File: src/rtl/gbn_pkg.sv
package gbn_pkg;

   localparam int SEQ_W = 20;
   localparam int CNT_W = 21;
   localparam int CK_W  = 32;

   localparam int ADDR_W = 3;
   localparam int DATA_W = 32;
   localparam logic [ADDR_W-1:0] ADDR_TOTAL  = 3'd0;
   localparam logic [CNT_W-1:0]  TOTAL_RESET = 21'd1;

   typedef enum logic [1:0] {
      KIND_START,
      KIND_RECORD,
      KIND_ACK,
      KIND_TIMEOUT
   } kind_type;

   typedef struct packed {
      kind_type          kind;
      logic [SEQ_W-1:0]  seq;
      logic [CK_W-1:0]   checksum;
   } req_type;

   typedef struct packed {
      logic              send_valid;
      logic [SEQ_W-1:0]  send_seq;
      logic              is_retransmit;
      logic              last;
      logic              done_res;
   } rsp_type;

   typedef enum logic [2:0] {
      ST_IDLE,
      ST_DECODE,
      ST_MOD,
      ST_WRITE,
      ST_CHECK,
      ST_SEND
   } state_type;

   typedef struct packed {
      logic load;
      logic start;
      logic mod_init;
      logic mod_step;
      logic mem_write;
      logic mem_read;
      logic ack_apply;
      logic timeout_setup;
      logic emit;
   } cmd_type;

   typedef struct packed {
      kind_type kind;
      logic     emit_zero;
      logic     emit_one;
      logic     out_free;
   } status_type;

endpackage

File: src/rtl/go_back_n_sender_window.sv
// Go-Back-N sender window controller. Start, record, acknowledge and
// timeout items enter one at a time; each produces one or more transfers on
// the rsp channel, the final one flagged by last. An acknowledgement passes
// through accept, decode with checksum store read, check, emit. A record
// passes through accept, decode with a reciprocal multiply giving
// seq / WINDOW, remainder (the slot index seq mod WINDOW), checksum store
// write, emit. Start and timeout pass through accept and decode, then issue
// up to WINDOW requests at one transfer per cycle while rsp is not stalled;
// a stall on rsp holds the waiting transfer in place. The next item is accepted
// the cycle after the final transfer of the previous one is issued. The
// checksum store is not cleared at reset; acknowledging a slot that was never
// recorded gives an unspecified match result.
module go_back_n_sender_window #(
   parameter int WINDOW = 32
) (
   input  logic                           clock,
   input  logic                           reset,
   input  logic                           req_valid,
   output logic                           req_stall,
   input  gbn_pkg::req_type               req_data,
   output logic                           rsp_valid,
   input  logic                           rsp_stall,
   output gbn_pkg::rsp_type               rsp_data,
   input  logic                           psel,
   input  logic                           penable,
   input  logic                           pwrite,
   input  logic [gbn_pkg::ADDR_W-1:0]     paddr,
   input  logic [gbn_pkg::DATA_W-1:0]     pwdata,
   output logic [gbn_pkg::DATA_W-1:0]     prdata,
   output logic                           pready
);
   import gbn_pkg::*;

   logic [CNT_W-1:0] total_ff;
   logic [CNT_W-1:0] total_in;
   cmd_type          cmd;
   status_type       status;

   assign pready = 1'b1;

   always_comb begin
      total_in = total_ff;
      if (psel && penable && pwrite && pready && paddr == ADDR_TOTAL) begin
         total_in = pwdata[CNT_W-1:0];
      end
   end

   always_ff @(posedge clock) begin
      if (reset) begin
         total_ff <= TOTAL_RESET;
      end else begin
         total_ff <= total_in;
      end
   end

   assign prdata = (paddr == ADDR_TOTAL) ? DATA_W'(total_ff) : '0;

   gbn_ctrl u_ctrl (
      .clock     (clock),
      .reset     (reset),
      .req_valid (req_valid),
      .req_stall (req_stall),
      .status    (status),
      .cmd       (cmd)
   );

   gbn_dp #(
      .WINDOW (WINDOW)
   ) u_dp (
      .clock         (clock),
      .reset         (reset),
      .cmd           (cmd),
      .status        (status),
      .req_data      (req_data),
      .total_packets (total_ff),
      .rsp_valid     (rsp_valid),
      .rsp_data      (rsp_data),
      .rsp_stall     (rsp_stall)
   );

endmodule

File: src/rtl/gbn_ctrl.sv
module gbn_ctrl (
   input  logic                   clock,
   input  logic                   reset,
   input  logic                   req_valid,
   output logic                   req_stall,
   input  gbn_pkg::status_type    status,
   output gbn_pkg::cmd_type       cmd
);
   import gbn_pkg::*;

   state_type state_ff;
   state_type state_in;

   always_ff @(posedge clock) begin
      if (reset) begin
         state_ff <= ST_IDLE;
      end else begin
         state_ff <= state_in;
      end
   end

   always_comb begin
      state_in  = state_ff;
      cmd       = '0;
      req_stall = (state_ff != ST_IDLE);
      case (state_ff)
         ST_IDLE: begin
            if (req_valid) begin
               cmd.load = 1'b1;
               state_in = ST_DECODE;
            end
         end
         ST_DECODE: begin
            case (status.kind)
               KIND_START: begin
                  cmd.start = 1'b1;
                  state_in  = ST_SEND;
               end
               KIND_RECORD: begin
                  cmd.mod_init = 1'b1;
                  state_in     = ST_MOD;
               end
               KIND_ACK: begin
                  cmd.mem_read = 1'b1;
                  state_in     = ST_CHECK;
               end
               KIND_TIMEOUT: begin
                  cmd.timeout_setup = 1'b1;
                  state_in          = ST_SEND;
               end
               default: begin
                  state_in = ST_IDLE;
               end
            endcase
         end
         ST_MOD: begin
            cmd.mod_step = 1'b1;
            state_in     = ST_WRITE;
         end
         ST_WRITE: begin
            cmd.mem_write = 1'b1;
            state_in      = ST_SEND;
         end
         ST_CHECK: begin
            cmd.ack_apply = 1'b1;
            state_in      = ST_SEND;
         end
         ST_SEND: begin
            if (status.out_free) begin
               cmd.emit = 1'b1;
               if (status.emit_zero || status.emit_one) begin
                  state_in = ST_IDLE;
               end
            end
         end
         default: begin
            state_in = ST_IDLE;
         end
      endcase
   end

endmodule

File: src/rtl/gbn_dp.sv
module gbn_dp #(
   parameter int WINDOW = 32
) (
   input  logic                          clock,
   input  logic                          reset,
   input  gbn_pkg::cmd_type              cmd,
   output gbn_pkg::status_type           status,
   input  gbn_pkg::req_type              req_data,
   input  logic [gbn_pkg::CNT_W-1:0]     total_packets,
   output logic                          rsp_valid,
   output gbn_pkg::rsp_type              rsp_data,
   input  logic                          rsp_stall
);
   import gbn_pkg::*;

   localparam int SW = (WINDOW > 1) ? $clog2(WINDOW) : 1;
   localparam int AW = $clog2(WINDOW + 1);
   localparam int LW = $clog2(WINDOW);
   localparam int RSH = SEQ_W + LW;
   localparam int PROD_W = 2 * SEQ_W + 1;
   localparam logic [SEQ_W:0]    RECIP    =
      (SEQ_W+1)'(((64'd1 << RSH) + 64'(WINDOW - 1)) / 64'(WINDOW));
   localparam logic [SW-1:0]     SLOT_MAX = SW'(WINDOW - 1);
   localparam logic [AW-1:0]     WIN_A    = AW'(WINDOW);
   localparam logic [CNT_W-1:0]  WIN_C    = CNT_W'(WINDOW);
   localparam logic [SEQ_W-1:0]  WIN_S    = SEQ_W'(WINDOW);
   localparam logic [SEQ_W-1:0]  SEQ_MAX  = '1;

   req_type               item_ff;
   logic                  started_ff,      started_in;
   logic [SEQ_W-1:0]      window_base_ff,  window_base_in;
   logic [SEQ_W-1:0]      next_seq_ff,     next_seq_in;
   logic [CNT_W-1:0]      packets_left_ff, packets_left_in;
   logic [AW-1:0]         acks_ff,         acks_in;
   logic [SW-1:0]         base_slot_ff,    base_slot_in;
   logic [AW-1:0]         emit_cnt_ff,     emit_cnt_in;
   logic [SEQ_W-1:0]      emit_seq_ff,     emit_seq_in;
   logic                  retx_ff,         retx_in;
   logic [SEQ_W-1:0]      quot_ff,         quot_in;
   logic [SW-1:0]         rem_ff,          rem_in;
   logic                  rsp_valid_ff,    rsp_valid_in;
   rsp_type               rsp_data_ff,     rsp_data_in;
   logic [CK_W-1:0]       rd_data_ff;
   logic [CK_W-1:0]       slot_ck_mem [WINDOW];

   logic                  ack_ok;
   logic [AW-1:0]         acks_inc;
   logic [CNT_W-1:0]      left_dec;
   logic [SEQ_W-1:0]      outstanding;
   logic [AW-1:0]         tmo_cnt;
   logic [SW-1:0]         base_slot_nx;
   logic [PROD_W-1:0]     quot_prod;
   logic [SEQ_W-1:0]      rem_full;
   logic                  done;

   function automatic logic [AW-1:0] batch_size(input logic [CNT_W-1:0] left);
      return (left < WIN_C) ? AW'(left) : WIN_A;
   endfunction

   // seq / WINDOW by reciprocal multiply, exact over the full seq range
   assign quot_prod = PROD_W'(item_ff.seq) * PROD_W'(RECIP);
   assign rem_full  = item_ff.seq - quot_ff * WIN_S;

   assign ack_ok = started_ff && (packets_left_ff != '0) && (window_base_ff != next_seq_ff)
                   && (item_ff.seq == window_base_ff) && (item_ff.checksum == rd_data_ff);
   assign acks_inc    = acks_ff + AW'(1);
   assign left_dec    = packets_left_ff - CNT_W'(1);
   assign outstanding = next_seq_ff - window_base_ff;
   assign tmo_cnt     = !started_ff ? '0 :
                        (outstanding < WIN_S) ? AW'(outstanding) : WIN_A;
   assign base_slot_nx = (window_base_ff == SEQ_MAX || base_slot_ff == SLOT_MAX) ? '0 :
                         base_slot_ff + SW'(1);
   assign done = started_ff && (packets_left_ff == '0);

   always_comb begin
      started_in      = started_ff;
      window_base_in  = window_base_ff;
      next_seq_in     = next_seq_ff;
      packets_left_in = packets_left_ff;
      acks_in         = acks_ff;
      base_slot_in    = base_slot_ff;
      emit_cnt_in     = emit_cnt_ff;
      emit_seq_in     = emit_seq_ff;
      retx_in         = retx_ff;
      quot_in         = quot_ff;
      rem_in          = rem_ff;
      rsp_data_in     = rsp_data_ff;
      rsp_valid_in    = rsp_valid_ff && rsp_stall;

      if (cmd.start) begin
         started_in      = 1'b1;
         window_base_in  = '0;
         next_seq_in     = '0;
         acks_in         = '0;
         packets_left_in = total_packets;
         base_slot_in    = '0;
         emit_cnt_in     = batch_size(total_packets);
         emit_seq_in     = '0;
         retx_in         = 1'b0;
      end

      if (cmd.mod_init) begin
         quot_in     = SEQ_W'(quot_prod >> RSH);
         emit_cnt_in = '0;
      end

      if (cmd.mod_step) begin
         rem_in = rem_full[SW-1:0];
      end

      if (cmd.ack_apply) begin
         emit_cnt_in = '0;
         emit_seq_in = next_seq_ff;
         retx_in     = 1'b0;
         if (ack_ok) begin
            window_base_in  = window_base_ff + SEQ_W'(1);
            packets_left_in = left_dec;
            base_slot_in    = base_slot_nx;
            if (acks_inc >= WIN_A) begin
               acks_in     = '0;
               emit_cnt_in = batch_size(left_dec);
            end else begin
               acks_in = acks_inc;
            end
         end
      end

      if (cmd.timeout_setup) begin
         emit_cnt_in = tmo_cnt;
         emit_seq_in = window_base_ff;
         retx_in     = 1'b1;
      end

      if (cmd.emit) begin
         rsp_valid_in              = 1'b1;
         rsp_data_in.send_valid    = (emit_cnt_ff != '0);
         rsp_data_in.send_seq      = (emit_cnt_ff != '0) ? emit_seq_ff : '0;
         rsp_data_in.is_retransmit = (emit_cnt_ff != '0) && retx_ff;
         rsp_data_in.last          = (emit_cnt_ff <= AW'(1));
         rsp_data_in.done_res      = done;
         if (emit_cnt_ff != '0) begin
            emit_cnt_in = emit_cnt_ff - AW'(1);
            emit_seq_in = emit_seq_ff + SEQ_W'(1);
            if (!retx_ff) begin
               next_seq_in = next_seq_ff + SEQ_W'(1);
            end
         end
      end
   end

   always_ff @(posedge clock) begin
      if (reset) begin
         started_ff      <= 1'b0;
         window_base_ff  <= '0;
         next_seq_ff     <= '0;
         packets_left_ff <= '0;
         acks_ff         <= '0;
         base_slot_ff    <= '0;
         emit_cnt_ff     <= '0;
         rsp_valid_ff    <= 1'b0;
      end else begin
         started_ff      <= started_in;
         window_base_ff  <= window_base_in;
         next_seq_ff     <= next_seq_in;
         packets_left_ff <= packets_left_in;
         acks_ff         <= acks_in;
         base_slot_ff    <= base_slot_in;
         emit_cnt_ff     <= emit_cnt_in;
         rsp_valid_ff    <= rsp_valid_in;
      end
   end

   always_ff @(posedge clock) begin
      if (cmd.load) begin
         item_ff <= req_data;
      end
      emit_seq_ff <= emit_seq_in;
      retx_ff     <= retx_in;
      quot_ff     <= quot_in;
      rem_ff      <= rem_in;
      rsp_data_ff <= rsp_data_in;
   end

   always_ff @(posedge clock) begin
      if (cmd.mem_write) begin
         slot_ck_mem[rem_ff] <= item_ff.checksum;
      end
      if (cmd.mem_read) begin
         rd_data_ff <= slot_ck_mem[base_slot_ff];
      end
   end

   assign status.kind      = item_ff.kind;
   assign status.emit_zero = (emit_cnt_ff == '0);
   assign status.emit_one  = (emit_cnt_ff == AW'(1));
   assign status.out_free  = !rsp_valid_ff || !rsp_stall;

   assign rsp_valid = rsp_valid_ff;
   assign rsp_data  = rsp_data_ff;

endmodule
File: config.mk
export PLATFORM = sky130hd
export DESIGN_NAME = go_back_n_sender_window
export DESIGN_NICKNAME = d
export VERILOG_FILES = /design/src/rtl/gbn_pkg.sv /design/src/rtl/go_back_n_sender_window.sv /design/src/rtl/gbn_ctrl.sv /design/src/rtl/gbn_dp.sv
export SDC_FILE = /design/constraint.sdc
export NUM_CORES = 1
export LEC_CHECK = 0
export BUFFER_PORTS_ARGS = -buffer_cell sky130_fd_sc_hd__buf_2
export CORE_MARGIN = 2
export CORE_UTILIZATION = 35
export CTS_CLUSTER_SIZE = 24
export DETAILED_ROUTE_END_ITERATION = 7
export PLACE_DENSITY = 0.63
export REMOVE_ABC_BUFFERS = 1
export SYNTH_ARGS = -nofsm -noshare
export SYNTH_HDL_FRONTEND = slang
export SYNTH_HIERARCHICAL = 1
export SYNTH_SLANG_ARGS = --single-unit
File: constraint.sdc
create_clock -name clock -period 3.2 [get_ports clock]
set_clock_uncertainty 0.1 [all_clocks]
set_input_delay 0.32 -clock clock [delete_from_list [all_inputs] [get_ports clock]]
set_output_delay 0.32 -clock clock [all_outputs]
set_load 0.02 [all_outputs]
# Yosys cells after proc, flatten, opt, wreduce, memory -nomap -nowiden
# Memory sizes are Yosys's and may differ from the RTL's. A register that Yosys moved wholly into a read port is not among the register bits.
# Cells that the tools add are included.
# word_totals
mem_bits_rw	1024
regBits	208
output_inout_bits	59
mem_count	1
inputBits	96
romBits	0
latch_bits	0
# classes
mux	60
n_addsub	9
bitwise_logic	0
shift	0
order_cmp	5
multipliers	0
div	0
eq_ne	17
reduce_logical	27
# mem_list
name	words	word_bits	rd	rd_ports_with_merged_regs	wr	line	text
u_dp.slot_ck_mem	32	32	1	1	1	gbn_dp.sv:44	logic [CK_W-1:0] slot_ck_mem [WINDOW];
# op_table
operator	count
2-to-1 mux 20 bit	12
2-to-1 mux 6 bit	16
2-to-1 mux 21 bit	4
adder 20 x 1 -> 20 bit (second input constant)	3
less-than comparator 21 x 6 -> 1 bit (second input constant)	2
== test 32 bit	1
logical NOT 21 bit	1
nonzero test 21 bit	1
subtractor 21 x 1 -> 21 bit (second input constant)	1
== test 20 bit	1
== test 20 bit (second input constant)	1
less-than comparator 20 x 6 -> 1 bit (second input constant)	1
2-to-1 mux 5 bit	4
!= test 20 bit	1
subtractor 20 bit	1
2-to-1 mux 1 bit	18
one-hot mux 3 bit (5 select lines)	1
logical AND 1 bit	10
2-to-1 mux 3 bit	3
one-hot mux 3 bit (3 select lines)	1
adder 6 x 1 -> 6 bit (second input constant)	1
== test 3 x 2 -> 1 bit (second input constant)	2
== test 3 bit (second input constant)	2
== test 6 x 1 -> 1 bit (second input constant)	1
22 further kinds	29

# Depth between registers and ports, before layout
# depth
ltp_word	10
ltp_mapped	14

# Modules after synthesis
# Netlist, hierarchy kept.
# by_module_without_submodules
module	cells_per_inst	area_per_inst_um2	instances	seq_area_each_um2
gbn_dp	2735	50443.4	1	36224.7
go_back_n_sender_window	130	1209.9	1	420.4
gbn_ctrl	36	296.5	1	60.1

# Worst setup path before layout
# No wires, ideal clock.
# synth_path
path_type	reg2reg
startpoint	register u_dp.window_base_ff[4]
endpoint	register u_dp.emit_cnt_ff[0]
setup_time_ns	0.086
synth_period_minus_slack_ns	3.160
arrival_time_ns	2.973
required_ns	3.014
n_path_buf	1
setup_slack_ns	0.040
path_stages_with_launch	12
cell_sequence	dfxtp_1 clkbuf_1 inv_1 ha_1 and2_4 a221o_1 or3_1 a2111oi_2 nand4_1 nor4_4 nand4_1 a221oi_2
# synth_via
elab_chain_len	9
elab_cells_between_ends	14
cone_classes	1 x add/sub; 1 x order compare; 2 x eq/ne; 7 x mux; 3 x reduce/logical
# synth_lines
element	line	text
start, declared	gbn_dp.sv:31	logic [SEQ_W-1:0] window_base_ff, window_base_in;
start signal, assigned	gbn_dp.sv:163	window_base_ff <= window_base_in;
parallel branches: the longest is 6 deep, another holds subtractor 20 bit	--	
2-to-1 mux 6 bit (*)	gbn_dp.sv:128	if (cmd.timeout_setup) begin
2-to-1 mux 6 bit	gbn_dp.sv:141	if (emit_cnt_ff != '0) begin
2-to-1 mux 6 bit (*)	gbn_dp.sv:134	if (cmd.emit) begin
end signal, assigned	gbn_dp.sv:168	emit_cnt_ff <= emit_cnt_in;
end, declared	gbn_dp.sv:36	logic [AW-1:0] emit_cnt_ff, emit_cnt_in;
# Every way passes the cells marked *.
# A chain may end at the register's enable or synchronous reset.

# Worst setup path after layout
# layout_path
startpoint	register u_dp.window_base_ff[8]
endpoint	register u_dp.emit_cnt_ff[0]
# Same word-level chain as after synthesis.

==> metrics <==
Place WS=0.000150 ns; crit share post-route=95.9%; Placed Cells=between 5,000 and 6,000; Avg Cell Area, Syn=17.9 um^2; GRT Util Overall=~18%; hpwl dp=84,100 um; hold path depth=2; Final Hold Vio Count=0; slowest CP cell=or4_4; crit path launch type=flip-flop; R2R setup slack=0.13 ns; final core utilization=between 40% and 50%; status=finished, final reports clean; Top cell by count, worst path=nand4_1; fmax=326 MHz; FP Rows=141; drt pass-1 iters=6; htree depth=3; vias post-DR=29,000; Placed Area=56,700 um^2; DRC Markers=0; DRT Wirelength=137,000 um; reg2reg end=u_dp/emit_cnt_ff[0]$_SDFF_PP0_; minimum clock period=3.07 ns; #FFs+latches synth=1,264; global route overflow=0; worst reg2reg path depth=10; die width=389 um; Worst Path Max Fanout=6; number of port buffers=between 100 and 150; initial antenna violation count=1; CP Capture Type=flip-flop; WP data required=3.72 ns; Post-synth EDFFs=1,139; Synth Flop Type=edfxtp_1; Synth top area share=65.8%; Sink Count=roughly 1,300; routed len/inst=25.5 um; leakage=19.7 nW; worst slew pin tran=0.961 ns; top cells by area, synth=edfxtp_1 (66%), mux4_2 (14%), dfxtp_1 (4.8%); Layout area overhead=19.2%; design area=around 62,000 um^2; share of layout cells above drive strength 1=a little under a third; clock buffer depth=3; Pwr Density=550 nW/um^2; # Max-Cap Violations=0; Hold Path End=u_dp/item_ff[12]$_DFFE_PP_; CP Cell Sequence=inv_1 > ha_4 > buf_4 > nand4_1 > a21o_1 > and3_2 > or4_4 > nor4_4 > nand4_1 > a221oi_2; Skew-Pair Late Insertion Delay=0.76 ns; commonest non-fill, non-tap cell in the layout=edfxtp_1; DRT iter0 DRCs=roughly 3,100; RR Startpoint=u_dp/window_base_ff[8]$_SDFF_PP0_; CTS clk-pin slew, worst paths=approximately 0.06 ns; synthesized instance count=2,901; first-pass GRT wire length=approximately 200,000 um; Unique masters post-synth=a little under 80; ys async rst share=0%; Hold Path Class=input pin to flip-flop; Setup violations, final=0; worst setup margin=0.131 ns; vias in the first global route=approximately 28,000; full die area=between 150,000 and 200,000 um^2; pin count of the biggest net entering global routing=54; largest area contributor in the netlist=edfxtp_1; CP max stage delay=0.53 ns; crit path kind=flip-flop to flip-flop; Non-Filler Instances=between 5,000 and 6,000; TritonCTS clock tree=yes; Root Driver=clkbuf_16; Initial Util=35.2%; Mapped Area=51,900 um^2; placer congestion estimate=about 0.87; maximum VDD drop=0.000440 V; I/O pin total=~160; Yosys warnings=6; Vias per Instance=5.39; Final ANT Viol Nets=0; most frequent cells in the layout=edfxtp_1 (1,139), mux4_2 (320), buf_4 (232); max-slew violations=0; overall power after layout=0.0341 W; register area share after synthesis=70.7%; worst rel slew slack=between 30% and 40%; crit path DAT=3.59 ns; hold wc startpoint=req_data[12]; total CTS buffers=120; Die H=389 um; Net count, final=3,475; total core area=between 100,000 and 150,000 um^2
## worst max-delay path, delay by kind of cell, from the launching register on
family	cells	cell delay, ns
simple gates	5	1.44
flops	1	0.39
buf+inv	2	0.25
fa+ha+maj	1	0.32
compound gates	2	0.47
## layout make-up
| type | count | area, um^2 |
|---|---|---|
| Clock inverter | 80 | 787 |
| Multi-Input combinational cell | 1432 | 14800 |
| Inverter | 46 | 173 |
| Antenna cell | 1 | 2.50 |
| Fill cell | 13000 | 85600 |
| Sequential cell | 1264 | 36700 |
| Timing Repair Buffer | 481 | 3920 |
| Tap cell | 1930 | 2410 |
| Clock buffer | 144 | 3110 |
## power by group
part	internal (W)	total [W]	switching (W)
clock network	0.00785	0.0141	0.00629
registers	0.0184	0.0185	0.000185
logic	0.000451	0.00140	0.000946
## worst max path at each step
| stage | startpoint | to | cells after the start |
|---|---|---|---|
| floorplan | u_dp/base_slot_ff[0]$_SDFF_PP0_ | u_dp/base_slot_ff[0]$_SDFF_PP0_ | 7 |
| global placement | u_dp/window_base_ff[2]$_SDFF_PP0_ | u_dp/emit_cnt_ff[0]$_SDFF_PP0_ | 11 |
| global route | u_dp/window_base_ff[3]$_SDFF_PP0_ | u_dp/emit_cnt_ff[1]$_SDFF_PP0_ | 11 |
| CTS | u_dp/window_base_ff[2]$_SDFF_PP0_ | u_dp/emit_cnt_ff[0]$_SDFF_PP0_ | 11 |
| finish | u_dp/window_base_ff[8]$_SDFF_PP0_ | u_dp/emit_cnt_ff[0]$_SDFF_PP0_ | 10 |
| detailed placement | u_dp/window_base_ff[2]$_SDFF_PP0_ | u_dp/emit_cnt_ff[0]$_SDFF_PP0_ | 11 |
## state kept, by name (all words and copies together), names as in the netlist, 21 cells and up
| name | count |
|---|---|
| u_dp/rd_data_ff | 32 |
| u_dp/rsp_data | 24 |
| u_dp/slot_ck_mem | 1024 |
| total_ff | 21 |
| u_dp/item_ff | 52 |
| u_dp/packets_left_ff | 21 |
## what timing repair did
action,4_1_cts,5_1_grt
hold endpoints to repair,89,0
gates resized for setup,4,50
setup endpoints to repair,6,45
pin swaps,1,15
buffers inserted,0,18
hold buffers,84,0
cloned,0,2
## routing by layer
layer,global-route usage (%),wire [um]
met3,4.17,11500
met5,0,0
met1,25.1,58500
met4,4.01,2970
met2,28.0,64300
## cells by family (layout without fill, tap and decap cells)
family	count (synthesis)	in the layout	synth area share, %
xor gates and xnor gates	73	73	1.23
muxes	377	377	15.1
DFF	1264	1264	70.7
and+or+nand+nor	607	608	6.33
AOI/OAI and AO/OA	328	328	3.95
buffers and inverters	216	751	1.93
other	2	13	0.0145
adders and majority gates	34	34	0.833
## stage by stage
stage,hold WS (ns),setup TNS [ns]
6_report,0.175,0
5_1_grt,0.132,-0.0700
4_1_cts,0.117,0
3_5_place_dp,0.384,0
3_3_place_gp,0.368,0
2_1_floorplan,0.286,-349.66
## cells in the mapped netlist (27+ instances only)
| library cell | n |
|---|---|
| mux2_2 | 33 |
| nand3_1 | 52 |
| and2_1 | 57 |
| dfxtp_1 | 125 |
| ha_1 | 33 |
| xor2_1 | 27 |
| o21ai_0 | 74 |
| inv_1 | 44 |
| nand2b_1 | 61 |
| nand2_1 | 75 |
| nor3_1 | 33 |
| mux4_2 | 320 |
| xnor2_1 | 46 |
| nor4_1 | 28 |
| nand4_1 | 28 |
| clkbuf_1 | 100 |
| nor2_1 | 156 |
| edfxtp_1 | 1139 |
| a21oi_1 | 108 |
(Power assumes the default switching activity.)
